File: src/rtl/core/csp_pkg.sv
// ----------------------------------------------------------------------------
// Checked sentence parser package
// Transaction types, scan phases and constants of the sentence parser.
// ----------------------------------------------------------------------------
package csp_pkg;

	// Number of colour codes accepted in the best field.
	localparam int COLOR_COUNT = 4;
	localparam logic [7:0] COLOR_LIMIT = 8'(COLOR_COUNT);
	localparam logic [7:0] MASK_BITS = 8'd4;

	localparam logic [7:0] NO_COLOR = 8'hFF;
	localparam logic [16:0] ACC_MAX = 17'h1FFFF;
	localparam logic [16:0] SEQ_MAX = 17'h0FFFF;
	localparam logic [16:0] MASK_MAX = 17'h0000F;
	localparam logic [16:0] BYTE_MAX = 17'd255;
	localparam logic [16:0] COORD_MAX = 17'd2000;

	localparam logic [7:0] CHAR_NUL = 8'h00;
	localparam logic [7:0] CHAR_STAR = 8'h2A;
	localparam logic [7:0] CHAR_V = 8'h56;
	localparam logic [7:0] CHAR_COMMA = 8'h2C;
	localparam logic [7:0] CHAR_PLUS = 8'h2B;
	localparam logic [7:0] CHAR_MINUS = 8'h2D;
	localparam logic [7:0] CHAR_SPACE = 8'h20;
	localparam logic [7:0] CHAR_TAB = 8'h09;
	localparam logic [7:0] CHAR_CR = 8'h0D;

	localparam logic [2:0] FIELD_SEQ = 3'd0;
	localparam logic [2:0] FIELD_MASK = 3'd1;
	localparam logic [2:0] FIELD_BEST = 3'd2;
	localparam logic [2:0] FIELD_CONF = 3'd3;
	localparam logic [2:0] FIELD_LAST = 3'd5;

	localparam logic [1:0] HEX_DIGITS = 2'd2;

	typedef enum logic [2:0] {
		PH_V,
		PH_COMMA,
		PH_LEAD,
		PH_SIGNED,
		PH_DIGITS,
		PH_DONE,
		PH_FAIL
	} scan_phase_t;

	typedef struct packed {
		logic [7:0] ch;
		logic line_end;
	} char_item_t;

	typedef struct packed {
		logic valid_res;
		logic [15:0] seq_out;
		logic [3:0] mask_out;
		logic [7:0] best_out;
		logic [7:0] conf_out;
	} result_item_t;

endpackage

File: src/rtl/core/checked_sentence_parser_core.sv
// ----------------------------------------------------------------------------
// Checked sentence parser core
// Byte-serial parser and XOR checksum check of "V,seq,mask,best,conf,cx,cy*hh".
// ----------------------------------------------------------------------------
// The block takes one character per transaction on the char channel and gives
// one result transaction per line on the result channel, for the byte flagged
// line_end. It sustains one byte per clock: each accepted byte is held in the
// stage-1 register and then folded into the line state by the per-byte update
// logic. The edge that folds a line-end byte also loads its verdict into the
// result register, so a result is offered once its line-end byte has passed
// through the stage-1 register into the result register. Only a line-end byte
// waits in stage 1, and only while the result register still holds a stalled
// result; the byte behind it is stalled at the input meanwhile. Every field of
// a failed line reads as zero. The cx and cy fields are range checked but not
// delivered.
// ----------------------------------------------------------------------------
module checked_sentence_parser_core (
	input  logic                  clk,
	input  logic                  arst_n,
	input  logic                  char_valid,
	output logic                  char_stall,
	input  csp_pkg::char_item_t   char_data,
	output logic                  result_valid,
	input  logic                  result_stall,
	output csp_pkg::result_item_t result_data
);
	import csp_pkg::*;

	typedef struct packed {
		logic [7:0] running_xor;
		logic first_byte;
		logic star_seen;
		logic [1:0] hex_count;
		logic [7:0] hex_value;
		logic hex_bad;
		scan_phase_t scan_phase;
		logic [2:0] field_index;
		logic [16:0] number_acc;
		logic number_negative;
		logic range_bad;
		logic [15:0] seq;
		logic [3:0] mask;
		logic [7:0] best;
		logic [7:0] conf;
		logic terminated;
	} line_state_t;

	localparam line_state_t LINE_CLEAR = '{
		running_xor: 8'h00,
		first_byte: 1'b1,
		star_seen: 1'b0,
		hex_count: 2'd0,
		hex_value: 8'h00,
		hex_bad: 1'b0,
		scan_phase: PH_V,
		field_index: 3'd0,
		number_acc: 17'd0,
		number_negative: 1'b0,
		range_bad: 1'b0,
		seq: 16'h0000,
		mask: 4'h0,
		best: 8'h00,
		conf: 8'h00,
		terminated: 1'b0
	};

	// Stage 1: the byte under work.
	logic        valid_s1;
	char_item_t  item_s1;

	// Line state and result register.
	line_state_t  line_q;
	line_state_t  line_next;
	logic         res_valid_q;
	result_item_t res_q;
	result_item_t res_next;

	logic out_free;
	logic advance;
	logic take;
	logic finish_line;

	// Byte classification and number arithmetic.
	logic [7:0]  c;
	logic        is_digit;
	logic        is_blank;
	logic        hex_ok;
	logic [3:0]  hex_nibble;
	logic [20:0] acc_sum;
	logic [16:0] acc_sat;
	logic [16:0] field_limit;
	logic        over_limit;
	logic        number_bad;
	logic        verdict_ok;
	logic        color_ok;

	// ------------------------------------------------------------------
	// Handshake: the result register frees when it is empty or taken this
	// cycle. A line-end byte advances only into a free result register.
	// ------------------------------------------------------------------
	assign out_free    = !res_valid_q || !result_stall;
	assign advance     = valid_s1 && (!item_s1.line_end || out_free);
	assign finish_line = advance && item_s1.line_end;
	assign char_stall  = valid_s1 && !advance;
	assign take        = char_valid && !char_stall;

	assign result_valid = res_valid_q;
	assign result_data  = res_q;

	always_ff @(posedge clk or negedge arst_n) begin
		if (!arst_n) begin
			valid_s1 <= 1'b0;
		end else if (take) begin
			valid_s1 <= 1'b1;
		end else if (advance) begin
			valid_s1 <= 1'b0;
		end
	end

	// Hold the payload while stalled; load only on an accepted transaction.
	always_ff @(posedge clk) begin
		if (take) begin
			item_s1 <= char_data;
		end
	end

	// ------------------------------------------------------------------
	// Byte classification.
	// ------------------------------------------------------------------
	assign c        = item_s1.ch;
	assign is_digit = (c >= 8'h30) && (c <= 8'h39);
	assign is_blank = (c == CHAR_SPACE) || ((c >= CHAR_TAB) && (c <= CHAR_CR));

	always_comb begin
		hex_ok     = 1'b1;
		hex_nibble = 4'h0;
		if (is_digit) begin
			hex_nibble = c[3:0];
		end else if (((c >= 8'h41) && (c <= 8'h46)) || ((c >= 8'h61) && (c <= 8'h66))) begin
			// Letters a-f and A-F share the low nibble 1..6.
			hex_nibble = 4'(c[3:0] + 4'd9);
		end else begin
			hex_ok = 1'b0;
		end
	end

	// Multiply by ten as two shifts, add the digit, saturate.
	assign acc_sum = 21'({line_q.number_acc, 3'b000}) + 21'({line_q.number_acc, 1'b0})
		+ 21'(c[3:0]);
	assign acc_sat = (acc_sum > 21'(ACC_MAX)) ? ACC_MAX : acc_sum[16:0];

	// Range limit of the number being closed.
	always_comb begin
		unique case (line_q.field_index)
			FIELD_SEQ:  field_limit = SEQ_MAX;
			FIELD_MASK: field_limit = MASK_MAX;
			FIELD_BEST: field_limit = BYTE_MAX;
			FIELD_CONF: field_limit = BYTE_MAX;
			default:    field_limit = COORD_MAX;
		endcase
	end

	assign over_limit = line_q.number_acc > field_limit;
	// Minus zero passes; any other negative value fails.
	assign number_bad = over_limit || (line_q.number_negative && (line_q.number_acc != 17'd0));

	// ------------------------------------------------------------------
	// Next line state for the byte in stage 1.
	// ------------------------------------------------------------------
	always_comb begin
		logic close_number;
		close_number = 1'b0;
		line_next = line_q;
		if (!line_q.terminated) begin
			if (c == CHAR_NUL) begin
				// Drop this and every later byte up to line end.
				line_next.terminated = 1'b1;
			end else if (!line_q.star_seen) begin
				if (c == CHAR_STAR) begin
					if (line_q.first_byte) begin
						line_next.hex_bad = 1'b1;
					end
					line_next.star_seen = 1'b1;
				end else begin
					line_next.running_xor = line_q.running_xor ^ c;
				end

				unique case (line_q.scan_phase)
					PH_V: begin
						line_next.scan_phase = (c == CHAR_V) ? PH_COMMA : PH_FAIL;
					end
					PH_COMMA: begin
						line_next.scan_phase = (c == CHAR_COMMA) ? PH_LEAD : PH_FAIL;
					end
					PH_LEAD, PH_SIGNED, PH_DIGITS: begin
						priority if ((line_q.scan_phase == PH_LEAD) && is_blank) begin
							line_next.scan_phase = PH_LEAD;
						end else if ((line_q.scan_phase == PH_LEAD)
								&& ((c == CHAR_PLUS) || (c == CHAR_MINUS))) begin
							line_next.number_negative = (c == CHAR_MINUS);
							line_next.scan_phase = PH_SIGNED;
						end else if (is_digit) begin
							line_next.number_acc = acc_sat;
							line_next.scan_phase = PH_DIGITS;
						end else if ((line_q.scan_phase == PH_DIGITS)
								&& (line_q.field_index >= FIELD_LAST)) begin
							close_number = 1'b1;
							line_next.scan_phase = PH_DONE;
						end else if ((line_q.scan_phase == PH_DIGITS) && (c == CHAR_COMMA)) begin
							close_number = 1'b1;
							line_next.field_index = 3'(line_q.field_index + 3'd1);
							line_next.scan_phase = PH_LEAD;
						end else begin
							line_next.scan_phase = PH_FAIL;
						end
					end
					default: begin
						line_next.scan_phase = line_q.scan_phase;
					end
				endcase

				if (close_number) begin
					if (number_bad) begin
						line_next.range_bad = 1'b1;
					end
					if (!over_limit) begin
						unique case (line_q.field_index)
							FIELD_SEQ:  line_next.seq = line_q.number_acc[15:0];
							FIELD_MASK: line_next.mask = line_q.number_acc[3:0];
							FIELD_BEST: line_next.best = line_q.number_acc[7:0];
							FIELD_CONF: line_next.conf = line_q.number_acc[7:0];
							default:    line_next.seq = line_q.seq;
						endcase
					end
					line_next.number_acc = 17'd0;
					line_next.number_negative = 1'b0;
				end
			end else if (line_q.hex_count < HEX_DIGITS) begin
				if (!hex_ok) begin
					line_next.hex_bad = 1'b1;
				end
				line_next.hex_value = {line_q.hex_value[3:0], hex_nibble};
				line_next.hex_count = 2'(line_q.hex_count + 2'd1);
			end
			line_next.first_byte = 1'b0;
		end
	end

	// ------------------------------------------------------------------
	// Verdict from the state that includes the line-end byte.
	// ------------------------------------------------------------------
	assign color_ok = (line_next.best == NO_COLOR)
		|| ((line_next.best < COLOR_LIMIT) && (line_next.best < MASK_BITS)
			&& line_next.mask[line_next.best[1:0]]);

	assign verdict_ok = line_next.star_seen && (line_next.hex_count == HEX_DIGITS)
		&& !line_next.hex_bad && (line_next.hex_value == line_next.running_xor)
		&& (line_next.scan_phase == PH_DONE) && !line_next.range_bad && color_ok;

	always_comb begin
		res_next.valid_res = verdict_ok;
		res_next.seq_out   = verdict_ok ? line_next.seq : 16'h0000;
		res_next.mask_out  = verdict_ok ? line_next.mask : 4'h0;
		res_next.best_out  = verdict_ok ? line_next.best : 8'h00;
		res_next.conf_out  = verdict_ok ? line_next.conf : 8'h00;
	end

	// Advance the line state; clear it after the line-end byte.
	always_ff @(posedge clk or negedge arst_n) begin
		if (!arst_n) begin
			line_q <= LINE_CLEAR;
		end else if (finish_line) begin
			line_q <= LINE_CLEAR;
		end else if (advance) begin
			line_q <= line_next;
		end
	end

	always_ff @(posedge clk or negedge arst_n) begin
		if (!arst_n) begin
			res_valid_q <= 1'b0;
		end else if (finish_line) begin
			res_valid_q <= 1'b1;
		end else if (!result_stall) begin
			res_valid_q <= 1'b0;
		end
	end

	always_ff @(posedge clk) begin
		if (finish_line) begin
			res_q <= res_next;
		end
	end

endmodule

File: config.mk
export PLATFORM = sky130hd
export DESIGN_NAME = checked_sentence_parser_core
export DESIGN_NICKNAME = d
export VERILOG_FILES = /design/src/rtl/core/csp_pkg.sv /design/src/rtl/core/checked_sentence_parser_core.sv
export SDC_FILE = /design/constraint.sdc
export NUM_CORES = 1
export LEC_CHECK = 0
export BUFFER_PORTS_ARGS = -buffer_cell sky130_fd_sc_hd__buf_2
export CORE_ASPECT_RATIO = 0.6
export CORE_MARGIN = 4
export CORE_UTILIZATION = 39
export CTS_CLUSTER_DIAMETER = 120
export DETAILED_ROUTE_END_ITERATION = 10
export GPL_TIMING_DRIVEN = 0
export PLACE_DENSITY = 0.56
export SETUP_SLACK_MARGIN = 0.1
export SLEW_MARGIN = 5
export SYNTH_ARGS = -nofsm -noshare
export SYNTH_HDL_FRONTEND = slang
export SYNTH_SLANG_ARGS = --single-unit
File: constraint.sdc
create_clock -name clk -period 6.9 [get_ports clk]
set_input_delay 0.345 -clock clk [delete_from_list [all_inputs] [get_ports clk]]
set_output_delay 0.345 -clock clk [all_outputs]
set_load 0.05 [all_outputs]
==> key figures <==
CTS
  • H-tree depth: 4
  • Worst skew pair latency: around 0.43 ns
  • CTS Sinks: between 100 and 150
  • Num CTS Buffers: 17
  • Clock tree buffer depth: 2
  • CTS root buf: clkbuf_16
  • Post-cts resize count: 0
  • CTS tree: yes
  • Clk pin slew, worst setup/hold paths: about 0.060 ns

Floorplan
  • Core region area: a little over 0.02 sq mm
  • Height of the die: 120.6 um
  • Num rows: 40
  • Starting density of the core: 40.46%
  • Die Area: 0.02360 sq mm
  • # IOs: 52
  • Die width: 195.7 um

Finish
  • Commonest non-fill, non-tap cell in the layout: nand2_1
  • Syn-to-layout area delta: 15.24%
  • Diodes inserted: 0
  • Post-Layout Cell Count: 1,233
  • Design area: between 0.009 and 0.01 sq mm
  • Commonest non-fill, non-tap cells in the layout: 101 x nand2_1, 95 x o21ai_0, 84 x dfrtp_1, 58 x nor2_1, 53 x ha_1
  • Final net count: 1,015
  • Fraction of layout cells with a size suffix above 1: roughly 14%

Synth
  • Mapped Area: approximately 0.008 sq mm
  • Instance count of the mapped netlist: 874
  • Post-synth EDFFs: 46
  • #FFs+latches synth: between 100 and 150
  • Top_reg_cell synth: dfrtp_1
  • Syn avg cell area: ~9.4 sq um
  • Post-synthesis mux area share: under 10%
  • Main combinational cell family by area after synthesis: compound AO/OA/AOI/OAI gates
  • FFs w/ async S/R, synth: approximately 65%
  • Post-Synth Adder-Cell Area: 8.532%
  • Dominant cell type by area after synthesis: dfrtp_1
  • Synth unique cells: 78
  • Synth Area in XOR/XNOR: about 2.6%
  • Syn_nets: 942
  • Share of the synthesized area in the top cell type: 25.50%
  • Post-synthesis compound-gate area fraction: approximately 20%
  • Simple-Gate Fraction of Synth Area: 18.61%
  • Register area share after synthesis: about 43%
  • Top cells by area, synth: dfrtp_1 26%, edfxtp_1 17%, ha_1 8.0%, o21ai_0 5.8%, nand2_1 4.6%
  • Yosys Warn Count: 0

STA
  • Hold slack: ~0.09 ns
  • Tcrit/Tclk final: between 80% and 90%
  • Worst Tran Pin Value: 1.072 ns
  • Setup violations, final: 0
  • Final hold vios: 0
  • Slew Viols, Final: 0
  • Max frequency: ~170 MHz
  • Clock skew: ~0.011 ns
  • Setup TNS Final: 0 ns
  • Min Tclk post-route: 5.832 ns
  • Headroom to the max-slew limit: 28.40%
  • RSZ-0062 raised after global routing: false

GRT
  • Vias in the first global route: between 6,000 and 7,000
  • Largest net degree at the start of global routing: 50
  • First-pass GRT wire length: ~36 mm
  • Tot GR Track Use: approximately 20%
  • GRT overflow: 0
  • Antenna violations before repair: 0

Route
  • Vias post-DR: roughly 6,900
  • Post-Route WL: 22.80 mm
  • Vias per inst: around 5.6
  • DR iter-0 viols: about 710
  • DR WL/cell: 18.49 um
  • Drt pass-1 iters: 5
  • DR DRC count: 0
  • Post-DRT Antenna Nets: 0

Power and ir drop
  • Peak supply drop: between 0.0003 and 0.0004 V
  • Power per cell area: about 340 mW/mm^2
  • Leak: 4.016 nW

Critical path
  • Crit path DAT: about 6 ns
  • Critical setup path kind: reg2reg
  • Startpoint types: flop
  • Slowest cell on the critical path: mux4_2
  • Worst Path Required: a little over 7 ns
  • Critical path's top delay family: compound AO/OA/AOI/OAI gates
  • Buf/Inv on CP: 5
  • Worst setup EP type: flop
  • Max stage delay on crit path: 0.65 ns
  • Critical path cell sequence: buf_6 -> inv_1 -> ha_1 -> clkbuf_1 -> inv_1 -> a21oi_1 -> ha_1 -> a21o_1 -> a221oi_1 -> o21ai_0 -> a211oi_1 -> nor2_1 -> a2111oi_4 -> mux2i_1 -> mux4_2 -> a221oi_4 -> buf_6 -> nor2_1
  • Crit-path max FO: 10

Flow run
  • MaxCap Viol Count: 0

Placement
  • Placement-stage cell area: approximately 0.0089 sq mm
  • GPL Wtd Cong: 0.9042
  • Placed Cells: approximately 1,200
  • Port bufs: 51
  • DP HPWL: between 15 and 20 mm

Status
  • Outcome: finished, final reports clean

Worst hold path
  • Worst hold-check path type: in2reg
metal layers:
metal,wire [um],vias to the layer above,GRT usage (%),share of wire (%)
li1,-,3359,-,-
met1,12830,3324,33.44,56
met2,8288,213,23.32,36
met3,1464,13,4.372,6.4
met4,208,0,4.403,0.91
met5,0,-,0,0
where the power goes:
| part | switching, mW | internal [mW] | leakage [nW] |
|---|---|---|---|
| logic | 0.775 | 0.489 | 2.14 |
| registers | 0.156 | 0.887 | 1.59 |
| clock network | 0.353 | 0.568 | 0.287 |
path summary, 6_finish.rpt:
path,start,endpoint,slack (ns),depth (start not counted)
setup / recovery,line_q[58],result_data[9],1.07,18
hold reg to reg,line_q[28],line_q[28],0.48,2
min in group asynchronous,arst_n,line_q[69],0.44,2
hold / removal,char_data[0],item_s1[0],0.09,1
setup reg to reg,line_q[58],result_data[9],1.07,18
max in group asynchronous,arst_n,line_q[55],5.82,3
sequential cells by signal, indices dropped and copies added, names as in the netlist:
register,cells
result_valid,1
result_data,37
c,8
line_q,83
valid_s1,1
item_s1,1
Yosys cell counts (8+ instances only):
cell,instances
nand2_1,101
o21ai_0,95
dfrtp_1,84
nor2_1,58
ha_1,53
edfxtp_1,46
a21oi_1,43
clkbuf_1,38
inv_1,32
mux2i_1,27
nand3_1,25
nor3_1,23
nor2_2,20
xnor2_1,19
a22o_1,14
a21o_1,13
a211oi_1,10
nor4_1,10
nor2b_1,9
a21oi_2,8
per-stage QoR:
stage / setup WS [ns] / utilization (%) / total power, mW
after floorplan: 2.061 / - / 1.937
after global placement: 1.135 / 43.39 / 2.292
after detailed placement: 1.090 / 43.67 / 2.296
after CTS: 1.056 / 46.63 / 3.222
after global routing: 0.6923 / 46.63 / 3.447
final: 1.068 / 46.63 / 3.227
layout make-up:
type / count / area, sq um
buffer: 44 / 196.4
clock buffer: 19 / 432.9
clock inverter: 13 / 158.9
fill: 1977 / 10870
inverter: 33 / 123.9
multi-input combinational: 666 / 4412
sequential: 131 / 3510
tap: 273 / 341.6
timing repair buffer: 54 / 322.8
cells by family after synthesis:
family | count (synthesis)
AO/OA/AOI/OAI | 250
buffers and inverters | 77
flip-flops | 131
AND/OR/NAND/NOR | 306
XOR/XNOR | 24
adder cells (fa/ha/maj) | 55
multiplexers | 31
timing repair:
| action | in CTS | in global routing |
|---|---|---|
| hold buffers | 1 | 0 |
| setup endpoints to repair | 0 | 0 |
| hold endpoints to repair | 35 | 0 |
| buffers inserted | 0 | 0 |
Power figures use the tool's default switching activity.
